--- src/rtl/sbtp_pkg.sv ---
// ----------------------------------------------------------------------------
// Shifted binary tile packer package
// Image geometry, tile store sizing, register indexes and the shared
// request type passed from the pixel mapper to the top level.
// ----------------------------------------------------------------------------
package sbtp_pkg;

    localparam int IMAGE_WIDTH  = 28;
    localparam int IMAGE_HEIGHT = 28;
    localparam int TILE_SIDE    = 3;

    localparam int TILES_ACROSS = (IMAGE_WIDTH + TILE_SIDE - 1) / TILE_SIDE;
    localparam int TILES_DOWN   = (IMAGE_HEIGHT + TILE_SIDE - 1) / TILE_SIDE;
    localparam int TILE_COUNT   = TILES_ACROSS * TILES_DOWN;
    localparam int TILE_AW      = (TILE_COUNT > 1) ? $clog2(TILE_COUNT) : 1;

    localparam int WORD_W  = 9;
    localparam int PIX_W   = 8;
    localparam int SHIFT_W = 5;
    localparam int CNT_W   = 5;
    localparam int SEL_W   = 7;
    localparam int DST_W   = 7;
    localparam int BIT_W   = 5;
    localparam int IDX_W   = ((TILE_AW > SEL_W) ? TILE_AW : SEL_W) + 1;

    localparam logic [PIX_W-1:0] THRESHOLD_RST = 8'd64;

    typedef enum logic [1:0] {
        CFG_THRESHOLD = 2'd0,
        CFG_SHIFT_X   = 2'd1,
        CFG_SHIFT_Y   = 2'd2,
        CFG_UNUSED    = 2'd3
    } t_cfg_index;

    typedef enum logic {
        MODE_PIXEL = 1'b0,
        MODE_READ  = 1'b1
    } t_mode;

    typedef struct packed {
        logic                hit;
        logic [TILE_AW-1:0]  addr;
        logic [WORD_W-1:0]   mask;
    } t_pix_req;

    function automatic logic [CNT_W-1:0] tile_quot(input logic [CNT_W-1:0] v);
        logic [CNT_W-1:0] q;
        q = '0;
        for (int k = 1; k < (1 << CNT_W); k++) begin
            if ((k * TILE_SIDE) < (1 << CNT_W)) begin
                if (v >= CNT_W'(k * TILE_SIDE)) begin
                    q = q + CNT_W'(1);
                end
            end
        end
        return q;
    endfunction

endpackage

--- src/rtl/sbtp_tile_ram.sv ---
// ----------------------------------------------------------------------------
// Tile store
// One word per tile, registered synchronous read, one write
// port. Per-entry valid bits make unwritten tiles read as zero after reset.
// ----------------------------------------------------------------------------
module sbtp_tile_ram
    import sbtp_pkg::*;
(
    input  logic               i_clk,
    input  logic               i_rst_n,
    input  logic               i_rd_en,
    input  logic [TILE_AW-1:0] i_rd_addr,
    output logic [WORD_W-1:0]  o_rd_data,
    input  logic               i_wr_en,
    input  logic [TILE_AW-1:0] i_wr_addr,
    input  logic [WORD_W-1:0]  i_wr_data
);

    logic [WORD_W-1:0] r_mem [TILE_COUNT];
    logic [TILE_COUNT-1:0] r_vld;
    logic [WORD_W-1:0] r_rd_data;
    logic r_rd_vld;

    always_ff @(posedge i_clk) begin
        if (i_wr_en) begin
            r_mem[i_wr_addr] <= i_wr_data;
        end
        if (i_rd_en) begin
            r_rd_data <= r_mem[i_rd_addr];
        end
    end

    always_ff @(posedge i_clk) begin
        if (!i_rst_n) begin
            r_vld    <= '0;
            r_rd_vld <= 1'b0;
        end else begin
            if (i_wr_en) begin
                r_vld[i_wr_addr] <= 1'b1;
            end
            if (i_rd_en) begin
                r_rd_vld <= r_vld[i_rd_addr];
            end
        end
    end

    assign o_rd_data = r_rd_vld ? r_rd_data : '0;

endmodule

--- src/rtl/sbtp_pixel_map.sv ---
// ----------------------------------------------------------------------------
// Pixel mapper
// Raster row and column counters, shift, bounds check, threshold and the
// tile address and bit mask of the current source pixel.
// ----------------------------------------------------------------------------
module sbtp_pixel_map
    import sbtp_pkg::*;
(
    input  logic               i_clk,
    input  logic               i_rst_n,
    input  logic               i_step,
    input  logic [PIX_W-1:0]   i_pixel,
    input  logic [PIX_W-1:0]   i_threshold,
    input  logic [SHIFT_W-1:0] i_shift_x,
    input  logic [SHIFT_W-1:0] i_shift_y,
    output t_pix_req           o_req
);

    logic [CNT_W-1:0] r_row, n_row;
    logic [CNT_W-1:0] r_col, n_col;
    logic signed [DST_W-1:0] drow, dcol;
    logic [CNT_W-1:0] ur, uc, qr, qc, rr, rc;
    logic [BIT_W-1:0] bit_idx;
    logic in_img;

    always_ff @(posedge i_clk) begin
        if (!i_rst_n) begin
            r_row <= '0;
            r_col <= '0;
        end else if (i_step) begin
            r_row <= n_row;
            r_col <= n_col;
        end
    end

    always_comb begin
        n_row = r_row;
        n_col = r_col + CNT_W'(1);
        if (r_col == CNT_W'(IMAGE_WIDTH - 1)) begin
            n_col = '0;
            n_row = (r_row == CNT_W'(IMAGE_HEIGHT - 1)) ? '0 : r_row + CNT_W'(1);
        end
    end

    always_comb begin
        drow = $signed({{(DST_W - CNT_W){1'b0}}, r_row})
             - $signed({{(DST_W - SHIFT_W){i_shift_y[SHIFT_W-1]}}, i_shift_y});
        dcol = $signed({{(DST_W - CNT_W){1'b0}}, r_col})
             - $signed({{(DST_W - SHIFT_W){i_shift_x[SHIFT_W-1]}}, i_shift_x});
        in_img = !drow[DST_W-1] && !dcol[DST_W-1]
              && (drow < DST_W'(IMAGE_HEIGHT)) && (dcol < DST_W'(IMAGE_WIDTH));
        ur = drow[CNT_W-1:0];
        uc = dcol[CNT_W-1:0];
        qr = tile_quot(ur);
        qc = tile_quot(uc);
        rr = ur - CNT_W'(qr * CNT_W'(TILE_SIDE));
        rc = uc - CNT_W'(qc * CNT_W'(TILE_SIDE));
        bit_idx = BIT_W'(rc) + BIT_W'(rr * BIT_W'(TILE_SIDE));
        o_req.hit  = in_img && (i_pixel >= i_threshold) && (bit_idx < BIT_W'(WORD_W));
        o_req.addr = TILE_AW'(qc) + TILE_AW'(qr * TILE_AW'(TILES_ACROSS));
        o_req.mask = WORD_W'(1) << bit_idx;
    end

endmodule

--- src/rtl/shifted_binary_tile_packer_top.sv ---
// ----------------------------------------------------------------------------
// Shifted binary tile packer
// Maps raster pixels through a configured shift into thresholded 3x3 tile
// words held in a tile store; read items return and clear one tile word.
//
//   channel   valid          stall          payload
//   input     i_in_valid     o_in_stall     i_mode, i_pixel, i_tile_select
//   output    o_out_valid    i_out_stall    o_tile_bits, o_tile_number
//   config    i_cfg_we       -              i_cfg_index, i_cfg_data
//
// One item per cycle unless a waiting result is stalled: the tile store is
// read on transfer and written back from the b stage registers; a write
// forwarded to a read of the same tile covers the overlap. A read result
// passes through the b stage into the output register. Reset clears the
// counters, pipeline valid flags and tile valid bits and reloads the config
// registers. A stalled output with a waiting result freezes the whole pipeline.
// ----------------------------------------------------------------------------
module shifted_binary_tile_packer_top
    import sbtp_pkg::*;
(
    input  logic               i_clk,
    input  logic               i_rst_n,
    input  logic               i_in_valid,
    output logic               o_in_stall,
    input  logic               i_mode,
    input  logic [PIX_W-1:0]   i_pixel,
    input  logic [SEL_W-1:0]   i_tile_select,
    output logic               o_out_valid,
    input  logic               i_out_stall,
    output logic [WORD_W-1:0]  o_tile_bits,
    output logic [SEL_W-1:0]   o_tile_number,
    input  logic               i_cfg_we,
    input  logic [1:0]         i_cfg_index,
    input  logic [PIX_W-1:0]   i_cfg_data
);

    logic [PIX_W-1:0]   r_threshold;
    logic [SHIFT_W-1:0] r_shift_x;
    logic [SHIFT_W-1:0] r_shift_y;

    logic               advance;
    logic               in_xfer;
    logic               pix_step;
    t_pix_req           pix_req;
    logic [IDX_W-1:0]   sel_idx;
    logic               sel_ok;
    logic               a_act;
    logic [TILE_AW-1:0] a_addr;

    logic               r_b_valid;
    logic               r_b_read;
    logic               r_b_act;
    logic [TILE_AW-1:0] r_b_addr;
    logic [WORD_W-1:0]  r_b_mask;
    logic [SEL_W-1:0]   r_b_sel;

    logic               r_fwd_v;
    logic [TILE_AW-1:0] r_fwd_addr;
    logic [WORD_W-1:0]  r_fwd_data;

    logic [WORD_W-1:0]  ram_q;
    logic [WORD_W-1:0]  cur_word;
    logic               wr_en;
    logic [WORD_W-1:0]  wr_data;

    logic               r_out_valid;
    logic [WORD_W-1:0]  r_tile_bits;
    logic [SEL_W-1:0]   r_tile_number;

    always_ff @(posedge i_clk) begin
        if (!i_rst_n) begin
            r_threshold <= THRESHOLD_RST;
            r_shift_x   <= '0;
            r_shift_y   <= '0;
        end else if (i_cfg_we) begin
            case (t_cfg_index'(i_cfg_index))
                CFG_THRESHOLD: r_threshold <= i_cfg_data;
                CFG_SHIFT_X:   r_shift_x   <= i_cfg_data[SHIFT_W-1:0];
                CFG_SHIFT_Y:   r_shift_y   <= i_cfg_data[SHIFT_W-1:0];
                default: ;
            endcase
        end
    end

    assign advance    = !r_out_valid || !i_out_stall;
    assign o_in_stall = !advance;
    assign in_xfer    = i_in_valid && advance;
    assign pix_step   = in_xfer && (t_mode'(i_mode) == MODE_PIXEL);

    sbtp_pixel_map u_map (
        .i_clk       (i_clk),
        .i_rst_n     (i_rst_n),
        .i_step      (pix_step),
        .i_pixel     (i_pixel),
        .i_threshold (r_threshold),
        .i_shift_x   (r_shift_x),
        .i_shift_y   (r_shift_y),
        .o_req       (pix_req)
    );

    always_comb begin
        sel_idx = IDX_W'(i_tile_select);
        sel_ok  = sel_idx < IDX_W'(TILE_COUNT);
        if (t_mode'(i_mode) == MODE_READ) begin
            a_act  = sel_ok;
            a_addr = sel_idx[TILE_AW-1:0];
        end else begin
            a_act  = pix_req.hit;
            a_addr = pix_req.addr;
        end
    end

    sbtp_tile_ram u_ram (
        .i_clk     (i_clk),
        .i_rst_n   (i_rst_n),
        .i_rd_en   (in_xfer && a_act),
        .i_rd_addr (a_addr),
        .o_rd_data (ram_q),
        .i_wr_en   (wr_en),
        .i_wr_addr (r_b_addr),
        .i_wr_data (wr_data)
    );

    always_comb begin
        cur_word = (r_fwd_v && (r_fwd_addr == r_b_addr)) ? r_fwd_data : ram_q;
        wr_en    = advance && r_b_valid && r_b_act;
        wr_data  = r_b_read ? '0 : (cur_word | r_b_mask);
    end

    always_ff @(posedge i_clk) begin
        if (!i_rst_n) begin
            r_b_valid   <= 1'b0;
            r_fwd_v     <= 1'b0;
            r_out_valid <= 1'b0;
        end else if (advance) begin
            r_b_valid   <= in_xfer;
            r_fwd_v     <= wr_en;
            r_out_valid <= r_b_valid && r_b_read;
        end
    end

    always_ff @(posedge i_clk) begin
        if (advance) begin
            r_b_read      <= (t_mode'(i_mode) == MODE_READ);
            r_b_act       <= a_act;
            r_b_addr      <= a_addr;
            r_b_mask      <= pix_req.mask;
            r_b_sel       <= i_tile_select;
            r_fwd_addr    <= r_b_addr;
            r_fwd_data    <= wr_data;
            r_tile_bits   <= r_b_act ? cur_word : '0;
            r_tile_number <= r_b_sel;
        end
    end

    assign o_out_valid   = r_out_valid;
    assign o_tile_bits   = r_tile_bits;
    assign o_tile_number = r_tile_number;

endmodule

--- config.mk ---
export PLATFORM = sky130hd
export DESIGN_NAME = shifted_binary_tile_packer_top
export DESIGN_NICKNAME = d
export VERILOG_FILES = /design/src/rtl/sbtp_pkg.sv /design/src/rtl/sbtp_tile_ram.sv /design/src/rtl/sbtp_pixel_map.sv /design/src/rtl/shifted_binary_tile_packer_top.sv
export SDC_FILE = /design/constraint.sdc
export NUM_CORES = 1
export LEC_CHECK = 0
export BUFFER_PORTS_ARGS = -buffer_cell sky130_fd_sc_hd__buf_2
export CAP_MARGIN = 30
export CORE_MARGIN = 4
export CORE_UTILIZATION = 60
export CTS_BUF_LIST = sky130_fd_sc_hd__clkbuf_8
export CTS_CLUSTER_DIAMETER = 200
export DETAILED_ROUTE_END_ITERATION = 10
export PLACE_DENSITY = 0.74
export SYNTH_ARGS = -nofsm -noshare
export SYNTH_HDL_FRONTEND = slang
export SYNTH_HIERARCHICAL = 1
export SYNTH_SLANG_ARGS = --single-unit
--- constraint.sdc ---
create_clock -name i_clk -period 34 [get_ports i_clk]
set_input_delay 1.7 -clock i_clk [delete_from_list [all_inputs] [get_ports i_clk]]
set_output_delay 1.7 -clock i_clk [all_outputs]
set_load 0.05 [all_outputs]
==> impl_metrics.sql <==
INSERT INTO impl_metrics (metric_group, metric, value, unit) VALUES
('route', 'drt_iter0_drc', '2833', ''),
('cts', 'cts-htree-levels', '4', ''),
('logic_synthesis', 'synthesis.area_per_instance', '17.4', 'um^2'),
('worst_setup_path', 'worst-setup-path-type', 'reg -> reg', ''),
('route', 'firstDrtPassIters', '6', ''),
('run_status', 'status', 'completed', ''),
('cells_and_area', 'final_cell_count_no_fill', '4005', ''),
('timing', 'finalMaxSlewViolations', '0', ''),
('cells_and_area', 'final_core_utilization', '0.674', ''),
('cts', 'cts.reportedPaths.clkPinSlew', '60', 'ps'),
('worst_setup_path', 'timing.critical_path.to_type', 'flop', ''),
('cells_and_area', 'design_area', '51400', 'um^2'),
('timing', 'worst_hold_slack', '411', 'ps'),
('cts', 'clockRootBuffer', 'sky130_fd_sc_hd__clkbuf_8', ''),
('route', 'via_density', '6.32', ''),
('place', 'dpl_cell_area', '47800', 'um^2'),
('worst_setup_path', 'timing.reg2reg.worst_path_depth', '53', ''),
('logic_synthesis', 'seq_area_frac_synth', '0.685', ''),
('global_route', 'grt_antenna_before_repair', '4', ''),
('logic_synthesis', 'yosys.area.top_type', 'sky130_fd_sc_hd__edfxtp_1', ''),
('min_path', 'worst_hold_path.num_cells', '0', ''),
('route', 'ant_nets', '0', ''),
('worst_setup_path', 'crit-reg2reg-capture', 'u_ram/r_rd_vld', ''),
('logic_synthesis', 'post_synth_inst_count', '2656', ''),
('logic_synthesis', 'mappedNetlistNets', '2759', ''),
('floorplan', 'placeableCoreArea', '76200', 'um^2'),
('logic_synthesis', 'yosys_warnings', '6', ''),
('logic_synthesis', 'post_synth_xor_area_fraction', '0.0176', ''),
('route', 'drc', '0', ''),
('logic_synthesis', 'synthFlopType', 'sky130_fd_sc_hd__edfxtp_1', ''),
('timing', 'setup_repair_after_global_routing_missed_its_margin', 'false', ''),
('worst_setup_path', 'crit-reg2reg-launch', 'u_map/r_row[0]', ''),
('floorplan', 'fp.dieArea', '81500', 'um^2'),
('timing', 'worstMarginPinSlew', '1090', 'ps'),
('cts', 'cts_tree', 'yes', ''),
('floorplan', 'initial_util', '0.606', ''),
('place', 'dp_hpwl', '63200', 'um'),
('logic_synthesis', 'synth_compound_gate_area_share', '0.0488', ''),
('logic_synthesis', 'adder_cell_share_of_the_synthesized_area', '0.0221', ''),
('cells_and_area', 'num-nets-final', '2932', ''),
('timing', 'final_period_minus_worst_setup_slack', '14020', 'ps'),
('floorplan', 'floorplan.rows', '101', ''),
('global_route', 'grt_pass1_vias', '25569', ''),
('min_path', 'hold_path_class', 'reg -> reg', ''),
('cts', 'cts_resized', '0', ''),
('cts', 'postCtsSetupRepairBufs', '0', ''),
('floorplan', 'dieWidth', '286', 'um'),
('timing', 'fmaxAchievable', '71.4', 'MHz'),
('cells_and_area', 'sequential_cell_area', '31700', 'um^2'),
('global_route', 'globalRoute.totalOverflow', '0', ''),
('timing', 'setup-violations-final', '0', ''),
('cells_and_area', 'drive_gt1_frac', '0.231', ''),
('global_route', 'grt_pass1_wl', '157000', 'um'),
('timing', 'hold_viol', '0', ''),
('route', 'wire_per_inst', '25.8', 'um'),
('logic_synthesis', 'synth_simple_gate_area_frac', '0.0538', ''),
('worst_setup_path', 'timing.critical_path.required', '34730', 'ps'),
('logic_synthesis', 'synth_top_family_by_area', 'multiplexers', ''),
('worst_setup_path', 'worst_path_largest_cell_delay', '710', 'ps'),
('worst_setup_path', 'arrival', '14740', 'ps'),
('worst_setup_path', 'critical_path_buf_inv_count', '6', ''),
('worst_setup_path', 'critPathTopFamily', 'adder cells', ''),
('cells_and_area', 'nFillCells', '4949', ''),
('place', 'place_ws', '20110', 'ps'),
('logic_synthesis', 'synth_top_cell_area_share', '0.628', ''),
('route', 'dr_total_vias', '25298', ''),
('logic_synthesis', 'synth-seq-cells', '1098', ''),
('floorplan', 'io_pins', '49', ''),
('job', 'drv.max_cap_violation_count', '0', ''),
('logic_synthesis', 'async_reset_ff_frac', '0', ''),
('cells_and_area', 'flow.area_growth_from_synthesis', '11.2', '%');
-- where the power goes --
part           internal (mW)  total [mW]  switching (mW)
logic                  0.890        2.11            1.22
registers               1.56        1.59          0.0230
clock network          0.547        1.05           0.502
total                   3.00        4.75            1.75
-- how the worst max path moves through the flow --
stage | startpoint | to | slack, ps | depth (start not counted)
floorplan | u_map/r_row[0] | u_ram/r_rd_vld | 21350 | 56
global placement | u_map/r_row[0] | u_ram/r_rd_vld | 20320 | 54
detailed placement | u_map/r_row[0] | u_ram/r_rd_vld | 20110 | 53
CTS | u_map/r_row[0] | u_ram/r_rd_vld | 20010 | 53
global route | u_map/r_row[0] | u_ram/r_rd_vld | 19080 | 53
finish | u_map/r_row[0] | u_ram/r_rd_vld | 19990 | 53
-- cells in the mapped netlist (12+ instances only) --
master	n
sky130_fd_sc_hd__a21oi_1	59
sky130_fd_sc_hd__a22oi_1	12
sky130_fd_sc_hd__a31oi_1	24
sky130_fd_sc_hd__and2_1	16
sky130_fd_sc_hd__and3_1	15
sky130_fd_sc_hd__buf_2	34
sky130_fd_sc_hd__buf_4	14
sky130_fd_sc_hd__clkbuf_1	60
sky130_fd_sc_hd__dfxtp_1	132
sky130_fd_sc_hd__edfxtp_1	966
sky130_fd_sc_hd__fa_1	15
sky130_fd_sc_hd__ha_1	57
sky130_fd_sc_hd__inv_1	63
sky130_fd_sc_hd__mux2_2	20
sky130_fd_sc_hd__mux2i_1	64
sky130_fd_sc_hd__mux4_2	277
sky130_fd_sc_hd__nand2_1	116
sky130_fd_sc_hd__nand2b_1	22
sky130_fd_sc_hd__nand3_1	38
sky130_fd_sc_hd__nor2_1	191
sky130_fd_sc_hd__nor2b_1	53
sky130_fd_sc_hd__nor3_1	17
sky130_fd_sc_hd__o21a_1	101
sky130_fd_sc_hd__o21ai_0	40
sky130_fd_sc_hd__xnor2_1	45
sky130_fd_sc_hd__xor2_1	33
-- sequential cells by signal, indices dropped and copies added, names as in the netlist, 5 cells and up --
name             count
r_fwd_data           9
r_b_mask             9
r_shift_x            5
u_ram/r_vld        100
o_tile_bits          9
u_map/r_row          5
r_threshold          8
u_ram/r_mem        900
u_map/r_col          5
u_ram/r_rd_data      9
r_b_sel              7
r_b_addr             7
r_shift_y            5
o_tile_number        7
r_fwd_addr           7
-- per-layer routing --
| layer | routed length [um] | up-vias | track usage |
|---|---|---|---|
| li1 | - | 10874 | - |
| met4 | 2900 | 2 | 0.0873 |
| met1 | 41200 | 12997 | 0.361 |
| met2 | 49900 | 1242 | 0.399 |
| met5 | 12 | - | 0 |
| met3 | 9210 | 183 | 0.0616 |
-- cell families after synthesis --
logic type / after synthesis
mux: 361
simple gates: 521
fa+ha+maj: 73
flops: 1098
compound gates: 328
buf+inv: 191
xor+xnor: 84
-- final cells by class --
| type | count | area share |
|---|---|---|
| diodes | 1 | 0.0000487 |
| flip-flops and latches | 1098 | 0.616 |
| multi-input cells | 1367 | 0.269 |
| well taps | 1030 | 0.0251 |
| clock buffers | 187 | 0.0501 |
| inverters | 67 | 0.00489 |
| repair buffers | 127 | 0.0210 |
| clock inverters | 128 | 0.0139 |
-- placed cells by master (no fill, tap or decap), types with 22 or more instances in the layout --
| master | count |
|---|---|
| sky130_fd_sc_hd__mux2i_1 | 64 |
| sky130_fd_sc_hd__o21ai_0 | 40 |
| sky130_fd_sc_hd__clkinv_1 | 34 |
| sky130_fd_sc_hd__buf_2 | 48 |
| sky130_fd_sc_hd__ha_1 | 57 |
| sky130_fd_sc_hd__nand2b_1 | 22 |
| sky130_fd_sc_hd__nor2b_1 | 53 |
| sky130_fd_sc_hd__clkbuf_8 | 187 |
| sky130_fd_sc_hd__a31oi_1 | 22 |
| sky130_fd_sc_hd__nand2_1 | 115 |
| sky130_fd_sc_hd__inv_1 | 123 |
| sky130_fd_sc_hd__buf_4 | 56 |
| sky130_fd_sc_hd__o21a_1 | 101 |
| sky130_fd_sc_hd__xnor2_1 | 45 |
| sky130_fd_sc_hd__mux4_2 | 277 |
| sky130_fd_sc_hd__xor2_1 | 33 |
| sky130_fd_sc_hd__a21oi_1 | 52 |
| sky130_fd_sc_hd__nor2_1 | 191 |
| sky130_fd_sc_hd__nand3_1 | 38 |
| sky130_fd_sc_hd__edfxtp_1 | 966 |
| sky130_fd_sc_hd__dfxtp_1 | 132 |
Power figures use the tool's default switching activity.
